### src/pstl_pkg.sv
`default_nettype none

package pstl_pkg;

   localparam int SLOT_COUNT   = 16;
   localparam int KEY_BITS     = 64;
   localparam int PEER_ID_BITS = 16;
   localparam int TIME_BITS    = 32;

   localparam int IDX_BITS = (SLOT_COUNT > 1) ? $clog2(SLOT_COUNT) : 1;
   localparam int AGE_BITS = (TIME_BITS > 32) ? TIME_BITS : 32;

   typedef logic [IDX_BITS-1:0]     idx_type;
   typedef logic [KEY_BITS-1:0]     key_type;
   typedef logic [PEER_ID_BITS-1:0] peer_type;
   typedef logic [TIME_BITS-1:0]    time_type;
   typedef logic [AGE_BITS-1:0]     age_type;

   localparam idx_type IDX_LAST = idx_type'(SLOT_COUNT - 1);

   // command codes
   localparam logic [2:0] CMD_ADD    = 3'd0;
   localparam logic [2:0] CMD_REMOVE = 3'd1;
   localparam logic [2:0] CMD_PICK   = 3'd2;
   localparam logic [2:0] CMD_TOUCH  = 3'd3;
   localparam logic [2:0] CMD_FIND   = 3'd4;
   localparam logic [2:0] CMD_AGED   = 3'd5;

   localparam logic [4:0] AGED_MAX = 5'd31;

   typedef struct packed {
      logic [2:0]  command;
      logic [15:0] peer_id;
      logic [63:0] peer_key;
      logic        replace_dup;
      logic [31:0] now_time;
      logic [3:0]  start_index;
      logic [31:0] min_age;
   } req_type;

   typedef struct packed {
      logic        status;
      logic [3:0]  slot_index;
      logic        evicted_valid;
      logic [15:0] evicted_peer;
      logic [4:0]  aged_count;
   } rsp_type;

   // one slot as read out of the table
   typedef struct packed {
      logic     valid;
      peer_type peer;
      key_type  key;
      time_type since;
      time_type activity;
   } slot_type;

   typedef enum logic [1:0] {
      WR_FILL,
      WR_TOUCH,
      WR_CLEAR
   } wr_op_type;

   typedef struct packed {
      logic      en;
      wr_op_type op;
      idx_type   idx;
      peer_type  peer;
      key_type   key;
      time_type  now;
   } wr_type;

   // per-slot compare results
   typedef struct packed {
      logic key_eq;
      logic peer_eq;
      logic act_less;
      logic aged;
   } eval_type;

endpackage

`default_nettype wire

### src/pstl_slot_store.sv
`default_nettype none

module pstl_slot_store (
   input  wire logic               clock,
   input  wire logic               reset,
   input  wire pstl_pkg::idx_type  rd_idx,
   input  wire pstl_pkg::wr_type   wr,
   output pstl_pkg::slot_type      rd_data
);

   logic [pstl_pkg::SLOT_COUNT-1:0] valid_ff;
   pstl_pkg::peer_type peer_ff     [pstl_pkg::SLOT_COUNT];
   pstl_pkg::key_type  key_ff      [pstl_pkg::SLOT_COUNT];
   pstl_pkg::time_type since_ff    [pstl_pkg::SLOT_COUNT];
   pstl_pkg::time_type activity_ff [pstl_pkg::SLOT_COUNT];
   pstl_pkg::slot_type rd_data_ff;

   always_ff @(posedge clock) begin
      if (reset) begin
         valid_ff <= '0;
      end else if (wr.en) begin
         unique case (wr.op)
            pstl_pkg::WR_FILL:  valid_ff[wr.idx] <= 1'b1;
            pstl_pkg::WR_CLEAR: valid_ff[wr.idx] <= 1'b0;
            default: ;
         endcase
      end
   end

   always_ff @(posedge clock) begin
      if (wr.en && wr.op == pstl_pkg::WR_FILL) begin
         peer_ff[wr.idx]     <= wr.peer;
         key_ff[wr.idx]      <= wr.key;
         since_ff[wr.idx]    <= wr.now;
         activity_ff[wr.idx] <= wr.now;
      end else if (wr.en && wr.op == pstl_pkg::WR_TOUCH) begin
         activity_ff[wr.idx] <= wr.now;
      end
      rd_data_ff.valid    <= valid_ff[rd_idx];
      rd_data_ff.peer     <= peer_ff[rd_idx];
      rd_data_ff.key      <= key_ff[rd_idx];
      rd_data_ff.since    <= since_ff[rd_idx];
      rd_data_ff.activity <= activity_ff[rd_idx];
   end

   assign rd_data = rd_data_ff;

endmodule

`default_nettype wire

### src/pstl_slot_eval.sv
`default_nettype none

module pstl_slot_eval (
   input  wire pstl_pkg::req_type   req,
   input  wire pstl_pkg::slot_type  slot,
   input  wire pstl_pkg::time_type  lru_act,
   output pstl_pkg::eval_type       result
);

   pstl_pkg::time_type now;
   pstl_pkg::time_type age;

   // a start time in the future counts as age zero
   assign now = pstl_pkg::time_type'(req.now_time);
   assign age = (now >= slot.since) ? (now - slot.since) : '0;

   assign result.key_eq   = (slot.key == pstl_pkg::key_type'(req.peer_key));
   assign result.peer_eq  = (slot.peer == pstl_pkg::peer_type'(req.peer_id));
   assign result.act_less = (slot.activity < lru_act);
   assign result.aged     = (pstl_pkg::age_type'(age) > pstl_pkg::age_type'(req.min_age));

endmodule

`default_nettype wire

### src/pstl_scan_seq.sv
`default_nettype none

module pstl_scan_seq (
   input  wire logic               clock,
   input  wire logic               reset,
   input  wire logic               req_valid,
   output logic                    req_ready,
   input  wire pstl_pkg::req_type  req_data,
   input  wire logic               out_free,
   output logic                    done,
   output pstl_pkg::rsp_type       rsp,
   output pstl_pkg::idx_type       rd_idx,
   input  wire pstl_pkg::slot_type rd_data,
   output pstl_pkg::wr_type        wr
);

   typedef enum logic [1:0] {
      ST_IDLE,
      ST_SCAN,
      ST_FLUSH,
      ST_FINISH
   } state_type;

   state_type state_ff, state_in;
   logic      proc_en_ff;
   logic      key_hit_ff, empty_hit_ff, peer_hit_ff, pick_hit_ff;

   pstl_pkg::req_type  req_ff;
   pstl_pkg::idx_type  cnt_ff, pos_ff, proc_idx_ff;
   pstl_pkg::idx_type  key_idx_ff, empty_idx_ff, lru_idx_ff, peer_idx_ff, pick_idx_ff;
   pstl_pkg::peer_type key_peer_ff, lru_peer_ff;
   pstl_pkg::time_type lru_act_ff;
   logic [4:0]         aged_ff;

   pstl_pkg::eval_type ev;
   pstl_pkg::idx_type  start_pos, first_pos;
   logic               accept, replace_hit;
   pstl_pkg::idx_type  add_idx;
   pstl_pkg::peer_type add_peer;

   pstl_slot_eval u_eval (
      .req     (req_ff),
      .slot    (rd_data),
      .lru_act (lru_act_ff),
      .result  (ev)
   );

   assign req_ready = (state_ff == ST_IDLE);
   assign accept    = req_valid && req_ready;
   assign rd_idx    = pos_ff;

   // pick begins one slot after the start offset
   assign start_pos = pstl_pkg::idx_type'(req_data.start_index % pstl_pkg::SLOT_COUNT);
   assign first_pos = (req_data.command != pstl_pkg::CMD_PICK) ? '0 :
                      (start_pos == pstl_pkg::IDX_LAST) ? '0 : start_pos + 1'b1;

   always_comb begin
      state_in = state_ff;
      unique case (state_ff)
         ST_IDLE:   if (accept) state_in = ST_SCAN;
         ST_SCAN:   if (cnt_ff == pstl_pkg::IDX_LAST) state_in = ST_FLUSH;
         ST_FLUSH:  state_in = ST_FINISH;
         ST_FINISH: if (out_free) state_in = ST_IDLE;
         default:   state_in = ST_IDLE;
      endcase
   end

   always_ff @(posedge clock) begin
      if (reset) begin
         state_ff     <= ST_IDLE;
         proc_en_ff   <= 1'b0;
         key_hit_ff   <= 1'b0;
         empty_hit_ff <= 1'b0;
         peer_hit_ff  <= 1'b0;
         pick_hit_ff  <= 1'b0;
         aged_ff      <= '0;
      end else begin
         state_ff   <= state_in;
         proc_en_ff <= (state_ff == ST_SCAN);
         if (accept) begin
            key_hit_ff   <= 1'b0;
            empty_hit_ff <= 1'b0;
            peer_hit_ff  <= 1'b0;
            pick_hit_ff  <= 1'b0;
            aged_ff      <= '0;
         end else if (proc_en_ff) begin
            if (rd_data.valid && ev.key_eq) key_hit_ff <= 1'b1;
            if (!rd_data.valid) empty_hit_ff <= 1'b1;
            if (rd_data.valid && ev.peer_eq) peer_hit_ff <= 1'b1;
            if (rd_data.valid) pick_hit_ff <= 1'b1;
            if (rd_data.valid && ev.aged && aged_ff != pstl_pkg::AGED_MAX) begin
               aged_ff <= aged_ff + 1'b1;
            end
         end
      end
   end

   // scan pointers and captured slot data
   always_ff @(posedge clock) begin
      if (accept) begin
         req_ff <= req_data;
         cnt_ff <= '0;
         pos_ff <= first_pos;
      end else if (state_ff == ST_SCAN) begin
         cnt_ff <= cnt_ff + 1'b1;
         pos_ff <= (pos_ff == pstl_pkg::IDX_LAST) ? '0 : pos_ff + 1'b1;
      end
      proc_idx_ff <= pos_ff;
      if (proc_en_ff) begin
         if (rd_data.valid && ev.key_eq && !key_hit_ff) begin
            key_idx_ff  <= proc_idx_ff;
            key_peer_ff <= rd_data.peer;
         end
         if (!rd_data.valid && !empty_hit_ff) empty_idx_ff <= proc_idx_ff;
         if (rd_data.valid && ev.peer_eq && !peer_hit_ff) peer_idx_ff <= proc_idx_ff;
         if (rd_data.valid && !pick_hit_ff) pick_idx_ff <= proc_idx_ff;
         // least activity, first slot on ties
         if (proc_idx_ff == '0 || ev.act_less) begin
            lru_idx_ff  <= proc_idx_ff;
            lru_act_ff  <= rd_data.activity;
            lru_peer_ff <= rd_data.peer;
         end
      end
   end

   assign replace_hit = req_ff.replace_dup && key_hit_ff;
   assign add_idx     = replace_hit ? key_idx_ff : empty_hit_ff ? empty_idx_ff : lru_idx_ff;
   assign add_peer    = replace_hit ? key_peer_ff : lru_peer_ff;

   always_comb begin
      done    = (state_ff == ST_FINISH) && out_free;
      rsp     = '0;
      rsp.status = 1'b1;
      wr      = '0;
      wr.op   = pstl_pkg::WR_FILL;
      wr.idx  = add_idx;
      wr.peer = pstl_pkg::peer_type'(req_ff.peer_id);
      wr.key  = pstl_pkg::key_type'(req_ff.peer_key);
      wr.now  = pstl_pkg::time_type'(req_ff.now_time);
      unique case (req_ff.command)
         pstl_pkg::CMD_ADD: begin
            rsp.status        = 1'b0;
            rsp.slot_index    = 4'(add_idx);
            rsp.evicted_valid = replace_hit || !empty_hit_ff;
            rsp.evicted_peer  = (replace_hit || !empty_hit_ff) ? 16'(add_peer) : '0;
            wr.en             = done;
         end
         pstl_pkg::CMD_REMOVE, pstl_pkg::CMD_TOUCH: begin
            rsp.status     = !peer_hit_ff;
            rsp.slot_index = peer_hit_ff ? 4'(peer_idx_ff) : '0;
            wr.en          = done && peer_hit_ff;
            wr.idx         = peer_idx_ff;
            wr.op          = (req_ff.command == pstl_pkg::CMD_REMOVE) ?
                             pstl_pkg::WR_CLEAR : pstl_pkg::WR_TOUCH;
         end
         pstl_pkg::CMD_PICK: begin
            rsp.status     = !pick_hit_ff;
            rsp.slot_index = pick_hit_ff ? 4'(pick_idx_ff) : '0;
         end
         pstl_pkg::CMD_FIND: begin
            rsp.status = !key_hit_ff;
         end
         pstl_pkg::CMD_AGED: begin
            rsp.status     = 1'b0;
            rsp.aged_count = aged_ff;
         end
         default: ;
      endcase
   end

endmodule

`default_nettype wire

### src/peer_slot_table_lru_unit.sv
`default_nettype none

// Timing: from request transaction to response valid the sequencer reads each
// of the 16 slots in turn, drains the last read in a flush step, then finishes.
// A new transaction is taken only in the idle state that follows the finish step;
// the finish step holds while the response waits.
// Reset: synchronous, active high; empties every slot and drops any response.
module peer_slot_table_lru_unit (
   input  wire logic              clock,
   input  wire logic              reset,
   input  wire logic              req_valid,
   output logic                   req_ready,
   input  wire pstl_pkg::req_type req_data,
   output logic                   rsp_valid,
   input  wire logic              rsp_ready,
   output pstl_pkg::rsp_type      rsp_data
);

   logic               rsp_valid_ff;
   pstl_pkg::rsp_type  rsp_data_ff;

   logic               out_free;
   logic               seq_done;
   pstl_pkg::rsp_type  seq_rsp;
   pstl_pkg::idx_type  rd_idx;
   pstl_pkg::slot_type rd_data;
   pstl_pkg::wr_type   wr;

   // Slot table: valid bits in flops, payload in arrays, one registered read
   // port walked by the sequencer and one write port used at the end.
   pstl_slot_store u_store (
      .clock   (clock),
      .reset   (reset),
      .rd_idx  (rd_idx),
      .wr      (wr),
      .rd_data (rd_data)
   );

   // Scan sequencer: one slot compared per cycle, first-hit and LRU trackers
   // updated in order, the write-back and response formed in the finish step.
   pstl_scan_seq u_seq (
      .clock     (clock),
      .reset     (reset),
      .req_valid (req_valid),
      .req_ready (req_ready),
      .req_data  (req_data),
      .out_free  (out_free),
      .done      (seq_done),
      .rsp       (seq_rsp),
      .rd_idx    (rd_idx),
      .rd_data   (rd_data),
      .wr        (wr)
   );

   // Response register: the sequencer may take the next transaction while
   // the previous response waits; it only holds its finish step when full and not taken.
   assign out_free = !rsp_valid_ff || rsp_ready;

   always_ff @(posedge clock) begin
      if (reset) begin
         rsp_valid_ff <= 1'b0;
      end else if (seq_done) begin
         rsp_valid_ff <= 1'b1;
      end else if (rsp_ready) begin
         rsp_valid_ff <= 1'b0;
      end
   end

   always_ff @(posedge clock) begin
      if (seq_done) begin
         rsp_data_ff <= seq_rsp;
      end
   end

   assign rsp_valid = rsp_valid_ff;
   assign rsp_data  = rsp_data_ff;

   // busy for the whole scan once a transaction is taken
   a_busy_after_accept: assert property (@(posedge clock) disable iff (reset)
      req_valid && req_ready |=> !req_ready)
      else $error("request accepted while a scan is in progress");

   // never overwrite a response that has not been taken
   a_no_overwrite: assert property (@(posedge clock) disable iff (reset)
      seq_done |-> (!rsp_valid_ff || rsp_ready))
      else $error("response overwritten before transfer");

   // an eviction only comes from a successful add
   a_evict_shape: assert property (@(posedge clock) disable iff (reset)
      rsp_valid_ff && rsp_data_ff.evicted_valid |->
         rsp_data_ff.status == 1'b0 && rsp_data_ff.aged_count == 5'd0)
      else $error("eviction reported on a non-add response");

endmodule

`default_nettype wire
### config.mk
export PLATFORM = sky130hd
export DESIGN_NAME = peer_slot_table_lru_unit
export DESIGN_NICKNAME = d
export VERILOG_FILES = /design/src/pstl_pkg.sv /design/src/pstl_slot_store.sv /design/src/pstl_slot_eval.sv /design/src/pstl_scan_seq.sv /design/src/peer_slot_table_lru_unit.sv
export SDC_FILE = /design/constraint.sdc
export NUM_CORES = 2
export LEC_CHECK = 0
export ABC_AREA = 1
export BUFFER_PORTS_ARGS = -buffer_cell sky130_fd_sc_hd__buf_4
export CAP_MARGIN = 20
export CORE_ASPECT_RATIO = 0.7
export CORE_MARGIN = 4
export CORE_UTILIZATION = 55
export CTS_BUF_LIST = sky130_fd_sc_hd__clkbuf_4
export DETAILED_ROUTE_END_ITERATION = 8
export PLACE_DENSITY = 0.74
export RECOVER_POWER = 100
export SETUP_SLACK_MARGIN = 0.05
export SLEW_MARGIN = 10
export SYNTH_ARGS = -nofsm -noshare
export SYNTH_HDL_FRONTEND = slang
export SYNTH_HIERARCHICAL = 1
export SYNTH_SLANG_ARGS = --single-unit
### constraint.sdc
create_clock -name clock -period 4.92 [get_ports clock]
set_input_delay 0.492 -clock clock [delete_from_list [all_inputs] [get_ports clock]]
set_output_delay 0.492 -clock clock [all_outputs]
set_load 0.005 [all_outputs]
==> impl_results.md <==
* Post-Place Cells at 13100
* Maximum VDD drop at 0.000560 V
* Min cycle time layout at 4.71 ns
* First-pass GRT wire length at 453000 um
* Largest net degree at the start of global routing at around 190
* Final Hold Fails at 0
* Slew margin rel. at -107%
* Avg Inst Size Synth at 10.9 um2
* Ports at 185
* RSZ-0062 raised after global routing: false
* Switching share of power at approximately 38%
* Final Cycle Share at between 90% and 100%
* Clk slew on worst S/H paths at 0.07 ns
* Worst-Margin Slew at 3.11 ns
* Pint at 44400 uW
* F_max at 212 MHz
* Pleak at between 0.05 and 0.06 uW
* Placer Congestion at 0.865
* P per Cell Area at 550 mW/mm2
* Max-cap violations at 44
* Sequential share of power at between 40% and 50%
* Die area at 0.217 mm2
* Syn_nets at 10800
* Sink Count at 2749
* Outcome: finished, violations left
* Final Routed Wirelength at 298000 um
* Rows at 140
* Share of cells above drive strength 1 at 12.3%
* CTS Buf Count at about 640
* Cells after Synth at 10500
* Routed len/inst at approximately 21 um
* Initial core utilization at 55.4%
* CTS tree: yes
* Via Count at 79500
* Register-to-Register Path Depth at 5
* Core Util, Final at 62.2%
* Worst flop-to-flop path startpoint: u_seq/rd_idx[2]
* Setup TNS at 0 ns
* Logic pwr share at 32.9%
* Required time of the critical path at 5.95 ns
* Crit start category: flip-flop
* Hold WC Path Type: input port to flip-flop
* P_sw at 26900 uW
* Drt initial violations at 9898
* Fin. max-slew vios at 1665
* Initial antenna violation count at 17
* Total grt overflow at 0
* Clock power share at 26.1%
* Hold EP: u_seq/proc_en_ff
* Failing checks: capacitance limit, slew limit
* Gr usage total at between 20% and 30%
* Area Overhead vs Synth at 12.4%
* Cell Area, Placed at between 0.1 and 0.15 mm2
* CP endpoint kind: flip-flop
* Antenna Violating Nets Remaining at 0
* Vias in the first global route at 77700
* Post-CTS setup buffer count at 0
* Flop2flop setup slack at about 0.21 ns
* Hold Path Origin: reset
* Crit path DAT at 5.74 ns
* Crit Path Category: flip-flop to flip-flop
* Final Non-Filler Cells at between 10000 and 15000
* Pre-antenna DRT Iters at 6
* Clock Latency Late Sink at 1.29 ns
* Critical R2R Capture: u_store/rd_data[138]
* Clock Path Buffers at 4
* Hold Crit Depth at 3
* PortBufs at 184
* # DRC at 0
* DIE WIDTH at 555 um
* Core area at 0.208 mm2
* DP Wirelength at 158000 um
* Clock skew at 0.126 ns
* H-tree depth at 6
* Via/cell ratio at 5.47
* Post-route cell area at 0.130 mm2
* Fin nets at 11500
* Synth warn at 6
* Die Y at 391 um
* Worst-path fanout max at between 40 and 50
* Netlist Area Pre-Place at 0.115 mm2
* Root Buffer Master: clkbuf_4
* Endpoints failing setup at 0
==> metrics by stage <==
step / hold WS [ns] / power, uW / setup slack [ns]
floorplan: 0.391 / 45600 / 0.213
global placement: 0.420 / 52000 / 0.0466
detailed placement: 0.426 / 52500 / 0.00630
CTS: 0.0850 / 71300 / 0.113
global route: 0.157 / 75400 / 0.0310
finish: 0.212 / 71300 / 0.213
==> layer usage <==
metal	vias to the layer above	wire length (um)	part of all wire (%)	global-route usage (%)
li1	36700	-	-	-
met1	37500	121000	41	38.5
met2	4598	136000	46	42.1
met3	644	32400	11	4.98
met4	10	8870	3.0	9.59
met5	-	78	0.026	0
==> sequential cells by signal, indices dropped and copies added (netlist names), 27 cells and up, named ones only <==
register and cells:
u_store/activity_ff 512, u_store/since_ff 512, rsp_data 27, u_store/key_ff 1024
u_seq/req_ff 36, u_store/peer_ff 256, u_seq/wr 112, u_store/rd_data 145
u_seq/lru_act_ff 32
==> area by class of cell <==
| class | instances | area (um2) |
|---|---|---|
| Antenna cell | 9 | 22.5 |
| Multi-Input combinational cell | 5958 | 26500 |
| Inverter | 1226 | 4720 |
| Clock inverter | 136 | 806 |
| Timing Repair Buffer | 676 | 5770 |
| Sequential cell | 2749 | 80700 |
| Clock buffer | 999 | 7500 |
| Tap cell | 2769 | 3460 |
| Fill cell | 16200 | 78600 |
==> worst max-delay path by stage <==
stage                    start               endpoint  slack, ns
5_1_grt            u_seq/wr[0]       u_seq/aged_ff[1]       0.03
3_3_place_gp       u_seq/wr[0]       u_seq/aged_ff[4]       0.05
4_1_cts            u_seq/wr[0]       u_seq/aged_ff[1]       0.11
3_5_place_dp       u_seq/wr[0]       u_seq/aged_ff[1]      0.006
6_report       u_seq/rd_idx[2]   u_store/rd_data[138]       0.21
2_1_floorplan        rsp_ready  u_store/key_ff[14][0]       0.21
==> power by group through the flow <==
stage	Combinational, uW	Clock, uW	Sequential (uW)
final	23500	18600	29200
after global routing	25800	20200	29300
after CTS	23200	18900	29100
after detailed placement	22900	0	29600
after global placement	22400	0	29600
after floorplan	16800	0	28800
==> cell usage in the layout (no fill, tap or decap), types with 5 or more instances in the layout <==
master,count
nor2_1,148
clkinvlp_4,7
nor3_1,34
xor2_1,37
a21oi_1,99
dlygate4sd3_1,309
clkbuf_2,46
clkinv_1,97
nor2_4,13
ha_1,105
nand4_1,17
nand3_1,1746
diode_2,9
and2_1,5
clkinv_2,6
inv_1,1200
inv_2,22
xnor2_1,42
bufinv_16,10
or2_2,42
edfxtp_1,2567
buf_12,24
dfxtp_1,182
nand2_2,17
nand2_1,3589
buf_4,47
clkbuf_1,73
clkbuf_4,1171
o21ai_0,27
inv_6,11
nor2_2,11
==> worst max-delay path, stage by stage, from the launching register on <==
cell and delay [ns]:
edfxtp_1 0.47, clkbuf_2 0.97, clkbuf_1 2.26, nand3_1 0.47, nand3_1 0.19, nand2_1 0.14
==> what timing repair did <==
| item | 4_1_cts | 5_1_grt |
|---|---|---|
| setup endpoints to repair | 5 | 5 |
| pin swaps | 0 | 0 |
| hold buffers | 309 | 0 |
| gates cloned | 0 | 0 |
| hold endpoints to repair | 189 | 0 |
| resized for setup | 1 | 5 |
(Power assumes the default switching activity.)
